$ cat src/rtl/core/mpr_pkg.sv
// Shared widths, codes, reset values and types of the microphone pickup response block.
package mpr_pkg;

  localparam int POS_W      = 24;
  localparam int DIFF_W     = 25;
  localparam int FACE_W     = 16;
  localparam int INV_W      = 24;
  localparam int MODE_W     = 2;
  localparam int CFG_IDX_W  = 3;
  localparam int CFG_DATA_W = 24;
  localparam int R2_W       = 50;
  localparam int DOT_W      = 43;
  localparam int NUM_W      = 49;
  localparam int SQ_V_W     = 62;
  localparam int ROOT_W     = 31;
  localparam int SQ_REM_W   = 33;
  localparam int AQ_W       = 49;
  localparam int ACAP_W     = 47;
  localparam int KQ_W       = 18;
  localparam int FMAG_W     = 18;
  localparam int PROD_W     = 65;
  localparam int DFULL_W    = 55;
  localparam int AMAG_W     = 51;
  localparam int DELAY_W    = 32;
  localparam int AMP_W      = 32;

  localparam int SQ_STEPS    = 31;
  localparam int AQ_STEPS    = 49;
  localparam int KQ_STEPS    = 18;
  localparam int K_START     = 31;
  localparam int PIPE_STAGES = 49;
  localparam int QUEUE_DEPTH = 4;

  localparam logic [MODE_W-1:0] MODE_OMNI = 2'd0;
  localparam logic [MODE_W-1:0] MODE_FIG8 = 2'd1;
  localparam logic [MODE_W-1:0] MODE_CARD = 2'd2;

  localparam logic [CFG_IDX_W-1:0] REG_MODE   = 3'd0;
  localparam logic [CFG_IDX_W-1:0] REG_MIC_X  = 3'd1;
  localparam logic [CFG_IDX_W-1:0] REG_MIC_Y  = 3'd2;
  localparam logic [CFG_IDX_W-1:0] REG_MIC_Z  = 3'd3;
  localparam logic [CFG_IDX_W-1:0] REG_FACE_X = 3'd4;
  localparam logic [CFG_IDX_W-1:0] REG_FACE_Y = 3'd5;
  localparam logic [CFG_IDX_W-1:0] REG_FACE_Z = 3'd6;
  localparam logic [CFG_IDX_W-1:0] REG_INV    = 3'd7;

  localparam logic signed [FACE_W-1:0] FACE_Z_RST = 16'sd16384;
  localparam logic [INV_W-1:0]         INV_RST    = 24'd48913;

  localparam logic [KQ_W-1:0]   K_CAP      = 18'd131072;
  localparam logic [KQ_W-1:0]   K_ONE      = 18'd16384;
  localparam logic [AQ_W-1:0]   A_CAP      = 49'h4000_0000_0000;
  localparam logic [AMAG_W-1:0] AMP_POS_MAX = 51'h7FFF_FFFF;
  localparam logic [AMAG_W-1:0] AMP_NEG_MAX = 51'h8000_0000;
  localparam logic [DELAY_W-1:0] DELAY_MAX  = 32'hFFFF_FFFF;

  typedef struct packed {
    logic [MODE_W-1:0]        pickup_mode;
    logic signed [POS_W-1:0]  mic_pos_x;
    logic signed [POS_W-1:0]  mic_pos_y;
    logic signed [POS_W-1:0]  mic_pos_z;
    logic signed [FACE_W-1:0] facing_x;
    logic signed [FACE_W-1:0] facing_y;
    logic signed [FACE_W-1:0] facing_z;
    logic [INV_W-1:0]         inv_speed;
  } cfg_t;

  typedef struct packed {
    logic [R2_W-1:0]  r2;
    logic             neg;
    logic [DOT_W-1:0] dmag;
  } entry_t;

  typedef struct packed {
    logic [R2_W-1:0]     r2;
    logic                neg;
    logic [NUM_W-1:0]    nmag;
    logic [SQ_REM_W-1:0] sq_rem;
    logic [ROOT_W-1:0]   sq_root;
    logic [R2_W-1:0]     a_rem;
    logic [AQ_W-1:0]     a_quo;
    logic [ROOT_W-1:0]   k_rem;
    logic [KQ_W-1:0]     k_quo;
    logic                k_sat;
  } stage_t;

endpackage

$ cat src/rtl/core/mpr_queue.sv
// Short item queue between the front end and the arithmetic back end.
module mpr_queue #(
  parameter int DEPTH = mpr_pkg::QUEUE_DEPTH
) (
  input  logic            clk,
  input  logic            rst_n,
  input  logic            push,
  input  mpr_pkg::entry_t push_data,
  output logic            full,
  input  logic            pop,
  output logic            pop_valid,
  output mpr_pkg::entry_t pop_data
);

  localparam int PW = (DEPTH > 1) ? $clog2(DEPTH) : 1;
  localparam int CW = $clog2(DEPTH + 1);

  mpr_pkg::entry_t mem [DEPTH];
  logic [PW-1:0]   wr_ptr_r, rd_ptr_r;
  logic [CW-1:0]   cnt_r;
  logic            do_push, do_pop;

  assign full      = (cnt_r == CW'(DEPTH));
  assign pop_valid = (cnt_r != '0);
  assign pop_data  = mem[rd_ptr_r];
  assign do_push   = push && !full;
  assign do_pop    = pop && pop_valid;

  always_ff @(posedge clk) begin
    if (!rst_n) begin
      wr_ptr_r <= '0;
      rd_ptr_r <= '0;
      cnt_r    <= '0;
    end else begin
      if (do_push) begin
        wr_ptr_r <= (wr_ptr_r == PW'(DEPTH - 1)) ? '0 : wr_ptr_r + 1'b1;
      end
      if (do_pop) begin
        rd_ptr_r <= (rd_ptr_r == PW'(DEPTH - 1)) ? '0 : rd_ptr_r + 1'b1;
      end
      if (do_push && !do_pop) begin
        cnt_r <= cnt_r + 1'b1;
      end else if (do_pop && !do_push) begin
        cnt_r <= cnt_r - 1'b1;
      end
    end
  end

  always_ff @(posedge clk) begin
    if (do_push) begin
      mem[wr_ptr_r] <= push_data;
    end
  end

endmodule

$ cat config.mk
export PLATFORM = sky130hd
export DESIGN_NAME = mpr_queue
export DESIGN_NICKNAME = d
export VERILOG_FILES = /design/src/rtl/core/mpr_pkg.sv /design/src/rtl/core/mpr_queue.sv
export SDC_FILE = /design/constraint.sdc
export NUM_CORES = 1
export LEC_CHECK = 0
export ABC_CLOCK_PERIOD_IN_PS = 3500
export BUFFER_PORTS_ARGS = -buffer_cell sky130_fd_sc_hd__clkbuf_2
export CAP_MARGIN = 20
export CORE_UTILIZATION = 51
export CTS_CLUSTER_DIAMETER = 50
export DETAILED_ROUTE_END_ITERATION = 16
export PLACE_DENSITY = 0.83
export REMOVE_ABC_BUFFERS = 1
export SETUP_SLACK_MARGIN = 0.02
export SLEW_MARGIN = 0
export SYNTH_ARGS = -nofsm -noshare
export SYNTH_HDL_FRONTEND = slang
export SYNTH_SLANG_ARGS = --single-unit
export TNS_END_PERCENT = 10
$ cat constraint.sdc
create_clock -name clk -period 3.5 [get_ports clk]
set_clock_uncertainty 0.2 [all_clocks]
set_input_delay 0.175 -clock clk [delete_from_list [all_inputs] [get_ports clk]]
set_output_delay 0.175 -clock clk [all_outputs]
set_load 0.05 [all_outputs]
==> out/metrics.yaml <==
status: "finished clean"
seqPwrFrac_pct: 40.8
hpwl_um: 14300
pwr-share-clk_pct: 29.0
ys.flop_type: "edfxtp_1"
crit_type: "register to output port"
endpoint_kind: "output port"
dr.max_layer_used: "met4"
yosys.area_share.simple_pct: 0.736
synth_common_cells: "edfxtp_1, mux4_2, dfxtp_1, buf_12, buf_2"
p_int_uw: 9350
synth_seq_cells: 385
wl_met1_um: 10700
finalCritPeriodShare_pct: 78.8
post_drt_wl_per_cell_um: 21.7
dr.first_iter.drc_count: 590
synthXorXnorAreaFrac_pct: 0.124
yosys.area_share.adder_pct: 0.674
die-area_um2: 28300
worst_hold_path_type: "primary input to register"
avgViaCountPerCell: 5.51
setup_slack_ps: 741
globalRouteOverflowTotal: 0
power.leakage_uw: 0.00606
io_pins: 194
cp_max_fo: 38
synth-seq-area-share_pct: 81.3
routed_wl_um: 26800
hold_viol: 0
instances_no_fill: 1233
cts_root_buf: "clkbuf_16"
yosysMostFrequentCell: "edfxtp_1"
synth_top_family_by_area: "multiplexers"
first_pass_iters: 4
slew_headroom_pct: 48.7
cts_resized: 0
syn_to_final_growth_pct: 25.5
dp_cells: 1062
worstSetupStartpointType: "register"
power_density_nw_per_um2: 799
synth.distinct_cells: 25
clock.fmax_mhz: 362
rows: 60
synth_cells: 542
switching_share_pct: 33.9
path_clk_slew_ps: 60
yosys.area.top_type: "edfxtp_1"
min_period_ps: 2760
reg2reg_depth: 8
synthMuxAreaShare_pct: 15.2
cts_buffer_depth: 3
cts_tree: "built"
grt_max_degree: 95
reg2reg_slack_ps: 870
grt_pass1_wl_um: 40300
power_frac_comb_pct: 30.2
rsz0062_at_grt: "false"
start_util_pct: 52.2
ant_nets: 0
synth_edf_count: 376
critPathSlowestCell: "mux4_2"
place_ws_ps: 894
die_w_um: 168
synth-async-reset-ratio_pct: 0
fin_util_pct: 65.5
first_global_vias: 7301
antenna_found_initial: 3
post_cts_buffers: 0
via_count: 6798
p_sw_uw: 4790
io_buffers: 193
worst_ep_required_time_ps: 3120
nets: 965
synth_top_area_share_pct: 80.1
wl_met3_um: 1770
crit_path_end: "pop_data[74]"
ys_warn_count: 0
reg2reg_from: "cnt_r[0]"
synth_area_leaders: "edfxtp_1, mux4_2, dfxtp_1, buf_12, ha_1"
synth_compound_area_share_pct: 0.213
path_cells: "buf_4 > mux4_2 > clkbuf_2"
ctsHoldBuffers: 98
cts_buffers: 39
dr_wl_met2_um: 13500
p_total_uw: 14100
gp_congestion: 0.730
drive_gt1_share_pct: 40.6
peakVddDrop_uv: 553
track_usage_pct: 19.1
clk_latency_ps: 520
avgSynthCellArea_um2: 26.0
core_um2: 27000
setup_viol: 0
tightest_slew_ps: 770
cp.arrival_ps: 2380
drv_cap: 0
htreeDepth: 2
tns_ps: 0
syn_area_um2: 14100
min_from: "push_data[47]"
max_stage_delay_ps: 610
regToRegEndpoint: "cnt_r[2]"
cts_sinks: 385
drc: 0
drv_slew: 0
fp.dieH_um: 168
## worst min path at each step
stage | endpoint | cells past startpoint
2_1_floorplan | mem[0][0] | 0
3_3_place_gp | mem[2][27] | 1
3_5_place_dp | mem[2][34] | 1
4_1_cts | mem[0][54] | 2
5_1_grt | mem[2][47] | 2
6_report | mem[0][47] | 2
## stage by stage
stage	hold slack, ps	instance area [µm²]
finish	215	17700
global route	209	17700
CTS	200	17700
detailed placement	195	15400
global placement	192	15400
floorplan	73.9	13900
## worst max-delay path: cells and delay by family, from the launching register on
| family | cells | cell delay [ps] |
|---|---|---|
| muxes | 1 | 610 |
| DFF | 1 | 360 |
| buffers and inverters | 2 | 850 |
## registers in the layout, indices dropped and copies added, names as in the netlist, named ones only
register	cells
mem	376
rd_ptr_r	2
cnt_r	3
wr_ptr_r	2
## power groups by stage
stage / Combinational (µW) / Sequential, µW / Clock [µW]
CTS: 4320 / 5770 / 4170
global placement: 4180 / 5830 / 0
global route: 4480 / 5800 / 4340
detailed placement: 4210 / 5860 / 0
floorplan: 3060 / 6060 / 0
finish: 4270 / 5760 / 4110
## area by class of cell
type / count / area (µm²)
Sequential cell: 385 / 11500
Fill cell: 1673 / 9330
Multi-Input combinational cell: 131 / 2400
Timing Repair Buffer: 300 / 2090
Clock buffer: 49 / 1090
Tap cell: 341 / 427
Clock inverter: 21 / 194
Inverter: 3 / 11.3
Antenna cell: 3 / 7.51
## routing by layer
metal / global-route usage, % / vias to the layer above
met3: 4.87 / 56
li1: - / 2968
met5: 0 / -
met1: 24.0 / 3525
met2: 32.5 / 249
met4: 6.80 / 0
## cells by family (layout without fill, tap and decap cells)
group	after synthesis	after routing
xor+xnor	2	2
buf+inv	26	373
simple gates	20	20
compound gates	5	5
fa+ha+maj	7	7
mux	97	97
other cells	0	3
flops	385	385
## placed cells by master, fill, tap and decap left out, types with 5 or more instances in the layout
master / synthesis / final
clkbuf_1: 2 / 5
ha_1: 6 / 6
buf_12: 7 / 6
clkinv_1: 0 / 6
clkbuf_16: 0 / 41
mux4_2: 94 / 94
nand2_1: 6 / 6
dlygate4sd3_1: 0 / 98
clkbuf_2: 0 / 193
dfxtp_1: 9 / 7
clkinv_2: 0 / 5
edfxtp_1: 376 / 376
Note: power is estimated with default switching activity, not from simulation.
